[src/rtl/core/cht_pkg.sv]
// Chained hash table: shared types, sizes, codes and the key fold.
// No dependencies; every other file refers to it by scoped names.
package cht_pkg;

	localparam int BUCKET_BITS = 10;
	localparam int POOL_DEPTH  = 1024;
	localparam int NUM_BUCKETS = 1 << BUCKET_BITS;
	localparam int NODE_BITS   = (POOL_DEPTH > 1) ? $clog2(POOL_DEPTH) : 1;
	localparam int PTR_W       = NODE_BITS + 1;   // {valid, index}
	localparam int CNT_W       = NODE_BITS + 1;
	localparam int HANDLE_W    = 10;
	localparam int FOLD_W      = 32;
	localparam int UW          = 32;              // used-bitmap word
	localparam int UW_BITS     = 5;
	localparam int USED_WORDS  = (POOL_DEPTH + UW - 1) / UW;
	localparam int UWA_BITS    = (USED_WORDS > 1) ? $clog2(USED_WORDS) : 1;
	localparam int CLR_N       = (NUM_BUCKETS > USED_WORDS) ? NUM_BUCKETS : USED_WORDS;
	localparam int CLR_BITS    = $clog2(CLR_N);

	localparam logic [1:0] F_LOOKUP = 2'd0;
	localparam logic [1:0] F_INSERT = 2'd1;
	localparam logic [1:0] F_REMOVE = 2'd2;

	localparam logic [1:0] S_FOUND = 2'd0;
	localparam logic [1:0] S_MISS  = 2'd1;
	localparam logic [1:0] S_NEW   = 2'd2;
	localparam logic [1:0] S_FULL  = 2'd3;

	typedef struct packed {
		logic [1:0]  func;
		logic [63:0] key;
	} in_item_t;

	typedef struct packed {
		logic [1:0]          status;
		logic                existed;
		logic [HANDLE_W-1:0] handle;
	} out_item_t;

	typedef enum logic [3:0] {
		ST_CLEAR,
		ST_IDLE,
		ST_HEAD,
		ST_NODE,
		ST_SCAN,
		ST_LINK,
		ST_UNLINK,
		ST_FREE,
		ST_RESP
	} state_t;

	typedef struct packed {
		logic                   bkt_re;
		logic                   bkt_we;
		logic [BUCKET_BITS-1:0] bkt_addr;
		logic [PTR_W-1:0]       bkt_wdata;
		logic                   node_re;
		logic [NODE_BITS-1:0]   node_raddr;
		logic                   key_we;
		logic [NODE_BITS-1:0]   key_waddr;
		logic [63:0]            key_wdata;
		logic                   nxt_we;
		logic [NODE_BITS-1:0]   nxt_waddr;
		logic [PTR_W-1:0]       nxt_wdata;
		logic                   used_re;
		logic                   used_we;
		logic [UWA_BITS-1:0]    used_addr;
		logic [UW-1:0]          used_wdata;
	} mem_req_t;

	typedef struct packed {
		logic [PTR_W-1:0] bkt_rdata;
		logic [63:0]      key_rdata;
		logic [PTR_W-1:0] nxt_rdata;
		logic [UW-1:0]    used_rdata;
	} mem_rsp_t;

	function automatic logic [BUCKET_BITS-1:0] bucket_of(input logic [63:0] key);
		logic [FOLD_W-1:0] folded;
		folded = key[31:0] ^ key[63:32];
		return folded[BUCKET_BITS-1:0];
	endfunction

endpackage

[src/rtl/core/cht_seq.sv]
// Chained hash table sequencer: clear pass, chain walk with one key compare
// per cycle, free-node scan, link/unlink. Depends on cht_pkg.
module cht_seq (
	input  logic                        clk,
	input  logic                        arst_n,
	input  logic                        in_valid,
	output logic                        in_ready,
	input  cht_pkg::in_item_t           in_item,
	output logic                        res_valid,
	input  logic                        res_take,
	output cht_pkg::out_item_t          res_item,
	output cht_pkg::mem_req_t           req,
	input  cht_pkg::mem_rsp_t           rsp
);

	cht_pkg::state_t state_q, state_d;

	logic [1:0]                      func_q;
	logic [63:0]                     key_q;
	logic [cht_pkg::BUCKET_BITS-1:0] bkt_q;
	logic [cht_pkg::NODE_BITS-1:0]   cur_q, prev_q, alloc_q;
	logic                            has_prev_q;
	logic [cht_pkg::PTR_W-1:0]       nxt_q;
	logic [cht_pkg::CNT_W-1:0]       hint_q, count_q;
	logic [cht_pkg::UWA_BITS-1:0]    scan_w_q;
	logic [cht_pkg::CLR_BITS-1:0]    clr_q;
	cht_pkg::out_item_t              res_q;

	logic                            accept, hit, pool_full, clr_last, free_found;
	logic [cht_pkg::PTR_W-1:0]       head_ptr, next_ptr;
	logic [cht_pkg::UW-1:0]          scan_word;
	logic [cht_pkg::UW_BITS-1:0]     free_bit;
	logic [cht_pkg::NODE_BITS-1:0]   free_idx;
	logic [cht_pkg::UWA_BITS-1:0]    hint_w, cur_w;
	logic [cht_pkg::UW-1:0]          cur_bit;
	cht_pkg::state_t                 miss_state;

	assign accept    = in_valid && in_ready;
	assign head_ptr  = rsp.bkt_rdata;
	assign next_ptr  = rsp.nxt_rdata;
	assign hit       = (rsp.key_rdata == key_q);
	assign pool_full = (count_q == cht_pkg::CNT_W'(cht_pkg::POOL_DEPTH));
	assign clr_last  = (clr_q == cht_pkg::CLR_BITS'(cht_pkg::CLR_N - 1));
	assign hint_w    = cht_pkg::UWA_BITS'(hint_q >> cht_pkg::UW_BITS);
	assign cur_w     = cht_pkg::UWA_BITS'(cur_q >> cht_pkg::UW_BITS);
	assign cur_bit   = cht_pkg::UW'(1) << cht_pkg::UW_BITS'(cur_q);
	assign miss_state = (func_q == cht_pkg::F_INSERT && !pool_full) ?
		cht_pkg::ST_SCAN : cht_pkg::ST_RESP;

	// bits past the end of the pool count as used
	always_comb begin
		scan_word  = rsp.used_rdata;
		free_bit   = '0;
		free_found = 1'b0;
		for (int b = 0; b < cht_pkg::UW; b++) begin
			if (int'(scan_w_q) * cht_pkg::UW + b >= cht_pkg::POOL_DEPTH) begin
				scan_word[b] = 1'b1;
			end
		end
		for (int b = cht_pkg::UW - 1; b >= 0; b--) begin
			if (!scan_word[b]) begin
				free_bit   = cht_pkg::UW_BITS'(b);
				free_found = 1'b1;
			end
		end
	end
	assign free_idx = cht_pkg::NODE_BITS'({scan_w_q, free_bit});

	always_comb begin
		state_d = state_q;
		unique case (state_q)
			cht_pkg::ST_CLEAR:  if (clr_last) state_d = cht_pkg::ST_IDLE;
			cht_pkg::ST_IDLE: begin
				if (accept) begin
					state_d = (in_item.func == cht_pkg::F_LOOKUP ||
						in_item.func == cht_pkg::F_INSERT ||
						in_item.func == cht_pkg::F_REMOVE) ?
						cht_pkg::ST_HEAD : cht_pkg::ST_RESP;
				end
			end
			cht_pkg::ST_HEAD:   state_d = head_ptr[cht_pkg::NODE_BITS] ? cht_pkg::ST_NODE : miss_state;
			cht_pkg::ST_NODE: begin
				if (hit) begin
					state_d = (func_q == cht_pkg::F_REMOVE) ? cht_pkg::ST_UNLINK : cht_pkg::ST_RESP;
				end else if (next_ptr[cht_pkg::NODE_BITS]) begin
					state_d = cht_pkg::ST_NODE;
				end else begin
					state_d = miss_state;
				end
			end
			cht_pkg::ST_SCAN:   if (free_found) state_d = cht_pkg::ST_LINK;
			cht_pkg::ST_LINK:   state_d = cht_pkg::ST_RESP;
			cht_pkg::ST_UNLINK: state_d = cht_pkg::ST_FREE;
			cht_pkg::ST_FREE:   state_d = cht_pkg::ST_RESP;
			cht_pkg::ST_RESP:   if (res_take) state_d = cht_pkg::ST_IDLE;
			default:            state_d = cht_pkg::ST_CLEAR;
		endcase
	end

	always_comb begin
		req       = '0;
		in_ready  = 1'b0;
		res_valid = 1'b0;
		unique case (state_q)
			cht_pkg::ST_CLEAR: begin
				req.bkt_we    = 1'b1;
				req.bkt_addr  = cht_pkg::BUCKET_BITS'(clr_q);
				req.used_we   = (int'(clr_q) < cht_pkg::USED_WORDS);
				req.used_addr = cht_pkg::UWA_BITS'(clr_q);
			end
			cht_pkg::ST_IDLE: begin
				in_ready     = 1'b1;
				req.bkt_re   = accept;
				req.bkt_addr = cht_pkg::bucket_of(in_item.key);
			end
			cht_pkg::ST_HEAD: begin
				req.node_re    = head_ptr[cht_pkg::NODE_BITS];
				req.node_raddr = head_ptr[cht_pkg::NODE_BITS-1:0];
				req.used_re    = 1'b1;
				req.used_addr  = hint_w;
			end
			cht_pkg::ST_NODE: begin
				req.node_re    = !hit && next_ptr[cht_pkg::NODE_BITS];
				req.node_raddr = next_ptr[cht_pkg::NODE_BITS-1:0];
				req.used_re    = 1'b1;
				req.used_addr  = hint_w;
			end
			cht_pkg::ST_SCAN: begin
				req.used_addr = free_found ? scan_w_q : scan_w_q + 1'b1;
				req.used_re   = !free_found;
				req.used_we   = free_found;
				req.used_wdata = rsp.used_rdata | (cht_pkg::UW'(1) << free_bit);
				req.key_we    = free_found;
				req.key_waddr = free_idx;
				req.key_wdata = key_q;
				req.nxt_we    = free_found;
				req.nxt_waddr = free_idx;
				req.nxt_wdata = '0;
			end
			cht_pkg::ST_LINK: begin
				req.nxt_we    = has_prev_q;
				req.nxt_waddr = prev_q;
				req.nxt_wdata = {1'b1, alloc_q};
				req.bkt_we    = !has_prev_q;
				req.bkt_addr  = bkt_q;
				req.bkt_wdata = {1'b1, alloc_q};
			end
			cht_pkg::ST_UNLINK: begin
				req.nxt_we    = has_prev_q;
				req.nxt_waddr = prev_q;
				req.nxt_wdata = nxt_q;
				req.bkt_we    = !has_prev_q;
				req.bkt_addr  = bkt_q;
				req.bkt_wdata = nxt_q;
				req.used_re   = 1'b1;
				req.used_addr = cur_w;
			end
			cht_pkg::ST_FREE: begin
				req.used_we    = 1'b1;
				req.used_addr  = cur_w;
				req.used_wdata = rsp.used_rdata & ~cur_bit;
			end
			cht_pkg::ST_RESP:  res_valid = 1'b1;
			default: ;
		endcase
	end

	assign res_item = res_q;

	always_ff @(posedge clk or negedge arst_n) begin
		if (!arst_n) begin
			state_q    <= cht_pkg::ST_CLEAR;
			clr_q      <= '0;
			count_q    <= '0;
			hint_q     <= '0;
			has_prev_q <= 1'b0;
		end else begin
			state_q <= state_d;
			unique case (state_q)
				cht_pkg::ST_CLEAR: clr_q <= clr_q + 1'b1;
				cht_pkg::ST_IDLE: begin
					if (accept) begin
						func_q     <= in_item.func;
						key_q      <= in_item.key;
						bkt_q      <= cht_pkg::bucket_of(in_item.key);
						has_prev_q <= 1'b0;
						res_q      <= '{status: cht_pkg::S_MISS, existed: 1'b0, handle: '0};
					end
				end
				cht_pkg::ST_HEAD: begin
					cur_q    <= head_ptr[cht_pkg::NODE_BITS-1:0];
					scan_w_q <= hint_w;
					if (!head_ptr[cht_pkg::NODE_BITS] && func_q == cht_pkg::F_INSERT && pool_full) begin
						res_q.status <= cht_pkg::S_FULL;
					end
				end
				cht_pkg::ST_NODE: begin
					scan_w_q <= hint_w;
					if (hit) begin
						res_q.status  <= cht_pkg::S_FOUND;
						res_q.existed <= (func_q == cht_pkg::F_INSERT);
						res_q.handle  <= cht_pkg::HANDLE_W'(cur_q);
						nxt_q         <= next_ptr;
					end else begin
						prev_q     <= cur_q;
						has_prev_q <= 1'b1;
						cur_q      <= next_ptr[cht_pkg::NODE_BITS-1:0];
						if (!next_ptr[cht_pkg::NODE_BITS] && func_q == cht_pkg::F_INSERT && pool_full) begin
							res_q.status <= cht_pkg::S_FULL;
						end
					end
				end
				cht_pkg::ST_SCAN: begin
					if (free_found) begin
						alloc_q      <= free_idx;
						res_q.status <= cht_pkg::S_NEW;
						res_q.handle <= cht_pkg::HANDLE_W'(free_idx);
						count_q      <= count_q + 1'b1;
						hint_q       <= cht_pkg::CNT_W'(free_idx) + 1'b1;
					end else begin
						scan_w_q <= scan_w_q + 1'b1;
					end
				end
				cht_pkg::ST_FREE: begin
					count_q <= count_q - 1'b1;
					if (cht_pkg::CNT_W'(cur_q) < hint_q) begin
						hint_q <= cht_pkg::CNT_W'(cur_q);
					end
				end
				default: ;
			endcase
		end
	end

endmodule

[config.mk]
export PLATFORM = sky130hd
export DESIGN_NAME = cht_seq
export DESIGN_NICKNAME = d
export VERILOG_FILES = /design/src/rtl/core/cht_pkg.sv /design/src/rtl/core/cht_seq.sv
export SDC_FILE = /design/constraint.sdc
export NUM_CORES = 1
export LEC_CHECK = 0
export ABC_AREA = 1
export BUFFER_PORTS_ARGS = -buffer_cell sky130_fd_sc_hd__buf_2
export CAP_MARGIN = 30
export CELL_PAD_IN_SITES_DETAIL_PLACEMENT = 1
export CELL_PAD_IN_SITES_GLOBAL_PLACEMENT = 1
export CORE_AREA = 3 3 164 198
export CTS_CLUSTER_DIAMETER = 60
export DETAILED_ROUTE_END_ITERATION = 8
export DIE_AREA = 0 0 167 201
export HOLD_SLACK_MARGIN = 0.15
export PLACE_DENSITY = 0.71
export SLEW_MARGIN = 20
export SYNTH_ARGS = -nofsm -noshare
export SYNTH_HDL_FRONTEND = slang
export SYNTH_SLANG_ARGS = --single-unit
[constraint.sdc]
create_clock -name clk -period 9 [get_ports clk]
set_input_delay 1.8 -clock clk [delete_from_list [all_inputs] [get_ports clk]]
set_output_delay 1.8 -clock clk [all_outputs]
set_load 0.02 [all_outputs]
== Word-level counts from Yosys, hierarchy flattened ==
Index checks and enable logic that the tools add are counted.

* Register bits after elaboration: 172
* Input bits: 188
* Output and inout bits: 185
* Word-level logic and storage cells: 300

* $add $sub $neg: 36
* Magnitude comparators: 34
* Eq/ne operators: 24
* Shift-type cells: 2
* Mux-type cells: 142
* Bitwise operators: 5
* Reduce and logical (&&, ||, !) cells: 41

{| class="wikitable"
|+ Operators by type and width
! operator !! count
|-
| >= comparator 11 bit, second input constant || 31
|-
| adder 10 x 5 -> 11 bit, second input constant || 16
|-
| 2-to-1 mux 5 bit || 33
|-
| adder 10 x 4 -> 11 bit, second input constant || 8
|-
| case mux 11 bit (2 select lines) || 4
|-
| 2-to-1 mux 75 bit || 1
|-
| 2-to-1 mux 1 bit || 69
|-
| case mux 22 bit (3 select lines) || 1
|-
| equality test 64 bit || 1
|-
| case mux 32 bit (2 select lines) || 1
|-
| << shifter 1 x 5 -> 32 bit, first input constant || 2
|-
| case mux 10 bit (3 select lines) || 2
|-
| adder 10 x 3 -> 11 bit, second input constant || 4
|-
| 2-to-1 mux 11 bit || 4
|-
| 2-to-1 mux 4 bit || 10
|-
| bitwise AND 32 bit || 1
|-
| inverter 32 bit || 1
|-
| bitwise OR 32 bit || 1
|-
| case mux 4 bit (8 select lines) || 1
|-
| adder 10 x 1 -> 11 bit, second input constant || 2
|-
| adder 10 x 2 -> 11 bit, second input constant || 2
|-
| AND reduction 3 bit || 7
|-
| 2-to-1 mux 10 bit || 2
|-
| case mux 10 bit (2 select lines) || 1
|-
| other kinds (40) || 79
|}

== Longest topological paths before layout ==
Gate-level depths: netlist of run 1.

* Word-level depth: 38
* Gate-level depth with buffers: 39
* Depth with buffers taken out: 39

== Least setup slack after synthesis of run 1 ==
OpenSTA, ideal clock, no wires.

* Kind: input to register
* Start: input arst_n
* End: register bkt_q[0] (netlist name), enable pin
* Library setup time: 603 ps
* Arrival time: 7050 ps
* Required time: 8397 ps
* Path slack: 1347 ps
* Stages: 2
* Buffers on the path: 0
* Cells stage by stage: inv_1 nor3_1

* Longest elaborated chain between the ends: 1

{| class="wikitable"
|+ RTL lines
! item !! RTL line !! text
|-
| start: declaration || cht_seq.sv:5 || <nowiki>input logic arst_n,</nowiki>
|-
| AND reduction 3 bit (no source line) || - ||
|-
| end signal: assignment || cht_seq.sv:185 || <nowiki>bkt_q <= cht_pkg::bucket_of(in_item.key);</nowiki>
|-
| end: declaration || cht_seq.sv:20 || <nowiki>logic [cht_pkg::BUCKET_BITS-1:0] bkt_q;</nowiki>
|}

No other way between the ends.
A chain may end at the register's enable or synchronous reset.

==> results.json, run 1 <==
{
  "cts-buffers-inserted": 17,
  "whs_ns": 0.474,
  "dp_hpwl_um": 34500,
  "grtUsageTotal_pct": 25.1,
  "syn_to_final_growth_pct": 28.8,
  "ys_warn_count": 0,
  "grt_overflow_total": 0,
  "mostFrequentLayoutCell": "buf_2",
  "ys_seq_area_share_pct": 48.1,
  "p_leak_nw": 6.47,
  "slew-limit-headroom_pct": 36.1,
  "die-area_um2": 33600,
  "nFillCells": 3788,
  "cts.clk_slew.worst_paths_ns": 0.07,
  "cts_setup_buffers": 0,
  "synth_nets": 1436,
  "clock_skew_ns": 0.0142,
  "start_util_pct": 33.8,
  "yosysUniqueCellTypes": 43,
  "place_inst": 1957,
  "antenna_found_initial": 7,
  "worst-setup-path-type": "input port to output pin",
  "ys_ff_latch": 172,
  "netlist_area_um2": 10300,
  "nNetsFinal": 1799,
  "power_switching_uw": 393,
  "htree_levels": 4,
  "stdcell_area_um2": 13300,
  "hold_start": "count_q[10]$_DFFE_PN0P_",
  "comb_power_share_pct": 5.9,
  "r2r_start": "state_q[3]$_DFFE_PN0P_",
  "critPathMaxStageDelay_ns": 0.32,
  "endpoint_kind": "output pin",
  "coreArea_um2": 30600,
  "die_h_um": 201,
  "cap_viol_max_count": 0,
  "drive_gt1_share_pct": 27.3,
  "critPathLaunchType": "input port",
  "clk_path_buf_depth": 2,
  "p_int_mw": 1.40,
  "worstMarginPinSlew_ns": 0.956,
  "die_w_um": 167,
  "grt_pass1_wl_um": 65300,
  "cp-startpoint": "rsp[31]",
  "finalHoldViolCount": 0,
  "stdcell_count": 1995,
  "fin_tns_setup_ns": 0,
  "reg2reg_depth": 20,
  "cp.required_ns": 7.20,
  "crit_top_cell": "nand2_1",
  "synth_async_sr_flop_share_pct": 21.5,
  "maxSlewViolCount": 0,
  "grt_max_degree": 77,
  "status": "finished, final reports clean",
  "avgSynthCellArea_um2": 8.47,
  "setup_viol": 0,
  "wirelength_um": 43500,
  "worstPathMaxFanout": 8,
  "ios": 373,
  "vias": 10500,
  "cts_tree": "built",
  "clock.fmax_mhz": 151,
  "cpMaxStageDelayCell": "ha_1",
  "synthFlopType": "edfxtp_1",
  "clk_latency_ns": 0.44,
  "wl_per_cell_um": 21.8,
  "pwr_density_cell_nw_per_um2": 134,
  "cp.arrival_ns": 4.81,
  "hold_path.class": "register to register",
  "dpl_cell_area_um2": 12600,
  "drcViolationCount": 0,
  "num_rows": 70,
  "gp_congestion": 0.968,
  "grt_pass1_vias": 10900,
  "detail_route.first_pass.iterations": 5,
  "root_buffer": "clkbuf_16",
  "clock_power_share_pct": 46.3,
  "drt.antenna.violating_nets": 0,
  "ctsResizeCount": 0,
  "holdPathStages": 1,
  "seqPwrFrac_pct": 47.8,
  "swShare_pct": 22.0,
  "synth-edff-count": 135,
  "fin_crit_sh_pct": 73.4,
  "layout_min_cycle_time_ns": 6.61,
  "synthCells": 1221,
  "portBuffers": 372,
  "vdd_ir_drop_max_v": 0.000142,
  "postCtsHoldBufs": 0,
  "rsz0062_at_grt": "no",
  "clock-sinks": 172,
  "via_per_inst": 5.24,
  "drtIter0Drc": 632,
  "mostFrequentLayoutCells": "buf_2, nand2_1, inv_1"
}
## final cells by class
| type | count | area, um^2 | share of cell area (%) |
|---|---|---|---|
| inverter | 192 | 722 | 5.42 |
| timing repair buffer | 389 | 2010 | 15.1 |
| clock inverter | 14 | 218 | 1.63 |
| clock buffer | 18 | 429 | 3.22 |
| sequential | 172 | 4980 | 37.4 |
| tap | 396 | 495 | 3.72 |
| antenna | 2 | 5.00 | 0.0375 |
| multi-input combinational | 812 | 4470 | 33.6 |
## power by group through the flow
stage / logic, mW / registers [mW] / clock network, mW
after floorplan: 0.0333 / 0.872 / 0
after global placement: 0.101 / 0.872 / 0
after detailed placement: 0.104 / 0.872 / 0
after CTS: 0.106 / 0.855 / 0.844
after global routing: 0.116 / 0.854 / 0.876
final: 0.105 / 0.855 / 0.828
## metrics by stage
step | power (mW) | utilization, % | worst slack (ns)
after global placement | 0.973 | 41.2 | 2.50
after CTS | 1.80 | 43.4 | 2.40
after global routing | 1.85 | 43.6 | 2.05
after detailed placement | 0.976 | 41.3 | 2.43
after floorplan | 0.906 | - | 1.35
final | 1.79 | 43.6 | 2.39
## logic make-up after synthesis
logic type	count (synthesis)	share of synthesized area (%)
xor gates and xnor gates	74	6.26
AOI/OAI and AO/OA	231	13.9
DFF	172	48.1
buffers and inverters	237	8.77
and+or+nand+nor	479	19.5
adders and majority gates	27	3.34
muxes	1	0.0968
## routing by layer
layer | GRT usage, % | up-vias | share of wire, %
met4 | 7.87 | 10 | 2.9
met3 | 7.25 | 74 | 7.6
met2 | 46.4 | 400 | 52
met5 | 0 | - | 0.16
met1 | 27.7 | 5121 | 37
li1 | - | 4856 | -
## flip-flops by register name, indices dropped and copies added, names as in the netlist
signal / flops
key_q: 64
res_item: 13
count_q: 11
hint_q: 11
nxt_q: 11
alloc_q: 10
bkt_q: 10
clr_q: 10
cur_q: 10
prev_q: 10
scan_w_q: 5
state_q: 4
func_q: 2
has_prev_q: 1
## Yosys cell counts (2+ instances only)
master	number	area [um^2]
a21oi_1	44	220
a21oi_2	3	26.3
a221oi_1	8	70.1
a31oi_1	6	37.5
a32o_1	25	250
buf_1	5	18.8
clkbuf_1	38	143
dfrtp_1	37	926
edfxtp_1	135	4050
ha_1	26	325
inv_1	190	713
nand2_1	203	762
nand2_2	4	25.0
nand3_1	54	270
nand4_1	30	188
nor2_1	161	604
nor2_2	2	12.5
nor3_1	9	45.0
nor4_1	14	87.6
o2111ai_1	6	52.6
o211ai_1	6	45.0
o21ai_0	95	475
o21ai_1	2	10.0
o22ai_1	26	163
o2bb2ai_1	2	17.5
xnor2_1	5	43.8
xor2_1	69	604
## worst max-delay path: cells and delay by family
kind	cells	cell delay [ns]
buffers and inverters	3	0.38
adders and majority gates	2	0.62
AOI/OAI and AO/OA	3	0.52
and+or+nand+nor	29	1.50
## final timing paths
kind / end / slack (ns)
max reg2reg: count_q[10]$_DFFE_PN0P_ / 4.47
min in group asynchronous: count_q[7]$_DFFE_PN0P_ / 1.43
max: req[15] / 2.39
min: count_q[10]$_DFFE_PN0P_ / 0.47
max in group asynchronous: state_q[2]$_DFFE_PN0P_ / 7.16
min reg2reg: count_q[10]$_DFFE_PN0P_ / 0.47
No activity file was read; power rests on OpenSTA's default activity.
==> inputs of run 2 (changes only) <==
--- a/config.mk
+++ b/config.mk
@@ -10,12 +10,12 @@
 export CAP_MARGIN = 30
 export CELL_PAD_IN_SITES_DETAIL_PLACEMENT = 1
 export CELL_PAD_IN_SITES_GLOBAL_PLACEMENT = 1
-export CORE_AREA = 3 3 164 198
+export CORE_AREA = 3 3 166 200
 export CTS_CLUSTER_DIAMETER = 60
 export DETAILED_ROUTE_END_ITERATION = 8
-export DIE_AREA = 0 0 167 201
+export DIE_AREA = 0 0 169 203
 export HOLD_SLACK_MARGIN = 0.15
-export PLACE_DENSITY = 0.71
+export PLACE_DENSITY = 0.73
 export SLEW_MARGIN = 20
 export SYNTH_ARGS = -nofsm -noshare
 export SYNTH_HDL_FRONTEND = slang
==> constraint.sdc (replaced) <==
create_clock -name clk -period 5.7 [get_ports clk]
set_input_delay 1.14 -clock clk [delete_from_list [all_inputs] [get_ports clk]]
set_output_delay 1.14 -clock clk [all_outputs]
set_load 0.02 [all_outputs]
==> run 2 against run 1 <==
Against the previous run:
- clock-buffer cell count shrank 1
- non-clock buffer count rose by 5
- sequential share of layout area fell by 0.26 points
- sequential power up 58%
- combinational power rose by 60%
- clock skew fell by 0.0060 ns
- utilization is 0.80 points lower
==> results.json, run 2 (synthesis gave the netlist of run 1 again) <==
{
  "status": "finished, final reports clean",
  "detail_route.first_pass.iterations": 5,
  "coreArea_um2": 31400,
  "portBuffers": 372,
  "swShare_pct": 20.9,
  "cp.required_ns": 4.56,
  "clk_latency_ns": 0.43,
  "maxSlewViolCount": 0,
  "die-area_um2": 34300,
  "clock-sinks": 172,
  "cts.clk_slew.worst_paths_ns": 0.07,
  "grtUsageTotal_pct": 24.1,
  "grt_pass1_wl_um": 63200,
  "clock_skew_ns": 0.00827,
  "clock.fmax_mhz": 188,
  "cpMaxStageDelayCell": "ha_1",
  "mostFrequentLayoutCell": "buf_2",
  "regMostFlops": "key_q",
  "grt_overflow_total": 0,
  "finalHoldViolCount": 0,
  "drcViolationCount": 0,
  "hold_path.class": "register to register",
  "clk_path_buf_depth": 2,
  "root_buffer": "clkbuf_16",
  "start_util_pct": 33.0,
  "p_int_mw": 2.29,
  "dp_hpwl_um": 34400,
  "cp.arrival_ns": 4.17,
  "pwr_density_cell_nw_per_um2": 216,
  "cap_viol_max_count": 0,
  "stdcell_count": 2006,
  "nFillCells": 3879,
  "worstPathMaxFanout": 8,
  "cts_tree": "built",
  "worstMarginPinSlew_ns": 0.864,
  "ios": 373,
  "power_switching_uw": 605,
  "drt.antenna.violating_nets": 0,
  "comb_power_share_pct": 5.8,
  "ctsResizeCount": 0,
  "grt_pass1_vias": 10800,
  "drive_gt1_share_pct": 27.5,
  "fin_crit_sh_pct": 93.1,
  "htree_levels": 4,
  "crit_top_cell": "nand2_1",
  "endpoint_kind": "output pin",
  "syn_to_final_growth_pct": 29.7,
  "num_rows": 71,
  "cts-buffers-inserted": 17,
  "fin_util_pct": 42.8,
  "nNetsFinal": 1804,
  "postCtsHoldBufs": 0,
  "setup_viol": 0,
  "layout_min_cycle_time_ns": 5.31,
  "largest_register_ffs": 64,
  "via_per_inst": 5.15,
  "wirelength_um": 43100,
  "vdd_ir_drop_max_v": 0.000216,
  "vias": 10300,
  "worst-setup-path-type": "input port to output pin",
  "die_h_um": 203,
  "critPathMaxStageDelay_ns": 0.35,
  "seqPwrFrac_pct": 46.6,
  "mostFrequentLayoutCells": "buf_2, nand2_1, inv_1",
  "grt_max_degree": 77,
  "cts_setup_buffers": 0,
  "fin_tns_setup_ns": 0,
  "antenna_found_initial": 11,
  "rsz0062_at_grt": "no",
  "gp_congestion": 0.905,
  "die_w_um": 169,
  "place_inst": 1968,
  "critPathLaunchType": "input port",
  "p_leak_nw": 6.52,
  "slew-limit-headroom_pct": 42.3,
  "wl_per_cell_um": 21.5,
  "drtIter0Drc": 649,
  "clock_power_share_pct": 47.6
}
## run 2: area by class of cell
type | instances | area [um^2] | area share (%)
well taps | 401 | 502 | 3.74
diodes | 4 | 10.0 | 0.0746
clock inverters | 14 | 265 | 1.98
multi-input cells | 812 | 4480 | 33.4
flip-flops and latches | 172 | 4980 | 37.1
clock buffers | 17 | 425 | 3.17
inverters | 192 | 722 | 5.38
repair buffers | 394 | 2040 | 15.2
## run 2: per-stage QoR
stage	total power, mW	setup WS (ns)	instance area, um^2	hold WS (ns)
6_report	2.90	0.394	13400	0.470
3_5_place_dp	1.54	0.437	12700	0.463
2_1_floorplan	1.43	1.02	10400	0.442
5_1_grt	2.98	0.0412	13400	0.507
4_1_cts	2.92	0.402	13400	0.471
3_3_place_gp	1.54	0.503	12700	0.460
## run 2: metal layers
metal	part of all wire [%]	global-route usage [%]	vias to the layer above
met1	36	25.3	5033
met3	8.6	7.75	64
met4	2.5	7.83	10
met2	53	45.2	357
met5	0.19	0	-
li1	-	-	4869
## run 2: path summary, 6_finish.rpt
| check | start | to | slack (ns) | cells past startpoint |
|---|---|---|---|---|
| setup reg to reg | state_q[3]$_DFFE_PN0P_ | count_q[10]$_DFFE_PN0P_ | 1.42 | 21 |
| max in group asynchronous | arst_n | has_prev_q$_DFFE_PN0P_ | 4.45 | 2 |
| setup / recovery | rsp[31] | req[15] | 0.39 | 37 |
| hold / removal | count_q[10]$_DFFE_PN0P_ | count_q[10]$_DFFE_PN0P_ | 0.47 | 1 |
| hold reg to reg | count_q[10]$_DFFE_PN0P_ | count_q[10]$_DFFE_PN0P_ | 0.47 | 1 |
| min in group asynchronous | arst_n | count_q[6]$_DFFE_PN0P_ | 0.84 | 2 |
## run 2: worst max-delay path, delay by kind of cell
kind / cells / cell delay, ns
buffers and inverters: 3 / 0.35
and+or+nand+nor: 29 / 1.45
AOI/OAI and AO/OA: 3 / 0.51
adders and majority gates: 2 / 0.68
## run 2: power groups by stage
stage / combinational (mW) / clock, mW / sequential [mW]
floorplan: 0.0527 / 0 / 1.38
global placement: 0.164 / 0 / 1.38
CTS: 0.169 / 1.40 / 1.35
detailed placement: 0.167 / 0 / 1.38
finish: 0.168 / 1.38 / 1.35
global route: 0.184 / 1.45 / 1.35
==> inputs of run 3 (changes only) <==
==> config.mk (replaced) <==
export PLATFORM = sky130hd
export DESIGN_NAME = cht_seq
export DESIGN_NICKNAME = d
export VERILOG_FILES = /design/src/rtl/core/cht_pkg.sv /design/src/rtl/core/cht_seq.sv
export SDC_FILE = /design/constraint.sdc
export NUM_CORES = 1
export LEC_CHECK = 0
export ABC_AREA = 1
export CAP_MARGIN = 30
export CELL_PAD_IN_SITES_DETAIL_PLACEMENT = 0
export CELL_PAD_IN_SITES_GLOBAL_PLACEMENT = 1
export CORE_AREA = 3 3 164 198
export CTS_CLUSTER_DIAMETER = 60
export DETAILED_ROUTE_END_ITERATION = 8
export DIE_AREA = 0 0 167 201
export DONT_BUFFER_PORTS = 1
export HOLD_SLACK_MARGIN = 0.15
export PLACE_DENSITY = 0.59
export SLEW_MARGIN = 20
export SYNTH_ARGS = -nofsm -noshare
export SYNTH_HDL_FRONTEND = slang
export SYNTH_SLANG_ARGS = --single-unit
==> run 3 against run 2 <==
Against the previous run:
- die area decreased by 2.2%
- sequential share of layout area is 5.8 points higher
- wire length down 11%
- design area fell by 13%
- clock skew shrank 0.0011 ns
- first-iteration DRC count decreased by 4.9%
- worst setup slack gained 0.16 ns
- via count is 16% lower
- sequential cell count unchanged
- critical endpoint unchanged
- global-route usage down 2.0 points
- clock power down 10%
- combinational power is 58% lower
==> results.json, run 3 (synthesis gave the netlist of run 1 again) <==
{
  "status": "finished, final reports clean",
  "rsz0062_at_grt": "no",
  "grt_pass1_vias": 8523,
  "p_leak_nw": 4.85,
  "grt_overflow_total": 0,
  "wl_per_cell_um": 23.3,
  "via_per_inst": 5.29,
  "root_buffer": "clkbuf_16",
  "start_util_pct": 33.8,
  "endpoint": "req[15]",
  "regMostFlops": "key_q",
  "drtIter0Drc": 617,
  "clock.fmax_mhz": 194,
  "htree_levels": 4,
  "maxSlewViolCount": 0,
  "crit_top_cell": "nand2_1",
  "portBuffers": 0,
  "grt_max_degree": 77,
  "ctsResizeCount": 0,
  "cp.required_ns": 4.56,
  "cts_setup_buffers": 0,
  "detail_route.first_pass.iterations": 5,
  "critPathLaunchType": "input port",
  "worstPathMaxFanout": 8,
  "p_total_mw": 2.66,
  "critPathMaxStageDelay_ns": 0.41,
  "pwr_density_cell_nw_per_um2": 229,
  "fin_crit_sh_pct": 90.3,
  "dp_hpwl_um": 30600,
  "endpoint_kind": "output pin",
  "cap_viol_max_count": 0,
  "antenna_found_initial": 2,
  "mostFrequentLayoutCells": "nand2_1, inv_1, nor2_1",
  "nFillCells": 3182,
  "worstMarginPinSlew_ns": 0.969,
  "layout_min_cycle_time_ns": 5.15,
  "vias": 8688,
  "cp.arrival_ns": 4.01,
  "reg2reg_depth": 21,
  "postCtsHoldBufs": 0,
  "num_rows": 70,
  "n_antenna_cell": 0,
  "r2r_end": "count_q[10]$_DFFE_PN0P_",
  "largest_register_ffs": 64,
  "fin_tns_setup_ns": 0,
  "slew-limit-headroom_pct": 34.7,
  "die_w_um": 167,
  "clk_latency_ns": 0.43,
  "ios": 373,
  "clock-sinks": 172,
  "cts.clk_slew.worst_paths_ns": 0.07,
  "grt_pass1_wl_um": 55900,
  "cts_tree": "built",
  "die-area_um2": 33600,
  "mostFrequentLayoutCell": "nand2_1",
  "cts-buffers-inserted": 17,
  "hold_path.class": "input port to asynchronous set/reset pin",
  "drive_gt1_share_pct": 6.67,
  "gp_congestion": 0.895,
  "drcViolationCount": 0,
  "grtUsageTotal_pct": 22.1,
  "coreArea_um2": 30600,
  "cp-startpoint": "rsp[31]",
  "die_h_um": 201,
  "clk_path_buf_depth": 2,
  "regToRegSetupSlack_ns": 1.88,
  "r2r_start": "state_q[3]$_DFFE_PN0P_",
  "finalHoldViolCount": 0,
  "syn_to_final_growth_pct": 12.3,
  "worst-setup-path-type": "input port to output pin",
  "wirelength_um": 38200,
  "nNetsFinal": 1447,
  "cpMaxStageDelayCell": "a21oi_1",
  "vdd_ir_drop_max_v": 0.000180,
  "setup_viol": 0,
  "drt.antenna.violating_nets": 0,
  "clock_skew_ns": 0.00717
}
## run 3: critical path: cells and delay by family
family,cells,cell delay [ns]
compound gates,3,0.77
fa+ha+maj,2,0.59
buf+inv,1,0.04
simple gates,29,1.44
## run 3: worst min path at each step
stage,end,slack (ns),cells after the start
floorplan,count_q[10]$_DFFE_PN0P_,0.44,1
global placement,count_q[10]$_DFFE_PN0P_,0.46,1
detailed placement,count_q[10]$_DFFE_PN0P_,0.47,1
CTS,count_q[7]$_DFFE_PN0P_,0.37,0
global route,count_q[7]$_DFFE_PN0P_,0.37,0
finish,count_q[7]$_DFFE_PN0P_,0.40,0
## run 3: metal layers
metal / GRT usage (%) / share of wire, % / up-vias / wire length, um
met4: 6.72 / 2.3 / 4 / 871
met1: 24.1 / 37 / 4102 / 14000
li1: - / - / 4152 / -
met3: 8.17 / 9.4 / 48 / 3590
met5: 0 / 0.071 / - / 27
met2: 39.7 / 52 / 382 / 19700
## run 3: final cells by class
type | count | area [um^2] | share of cell area (%)
clock buffers | 18 | 429 | 3.69
multi-input cells | 812 | 4490 | 38.6
repair buffers | 37 | 315 | 2.71
well taps | 396 | 495 | 4.26
flip-flops and latches | 172 | 4980 | 42.9
inverters | 192 | 722 | 6.21
clock inverters | 14 | 191 | 1.65
## run 3: power by group
| group | switching, mW | total, mW | internal, mW |
|---|---|---|---|
| Combinational | 0.0429 | 0.0713 | 0.0284 |
| Sequential | 0.0000000000403 | 1.35 | 1.35 |
| Clock | 0.503 | 1.24 | 0.737 |
| Total | 0.546 | 2.66 | 2.12 |
## run 3: through the flow
stage	std cells	instance area, um^2	util, %	worst slack (ns)	hold WS, ns
CTS	1638	11600	37.9	0.555	0.374
finish	1641	11600	38.0	0.551	0.404
global route	1641	11600	38.0	0.239	0.372
global placement	1606	11000	35.8	0.570	0.463
floorplan	1221	10400	-	1.02	0.442
detailed placement	1606	11000	35.9	0.576	0.468
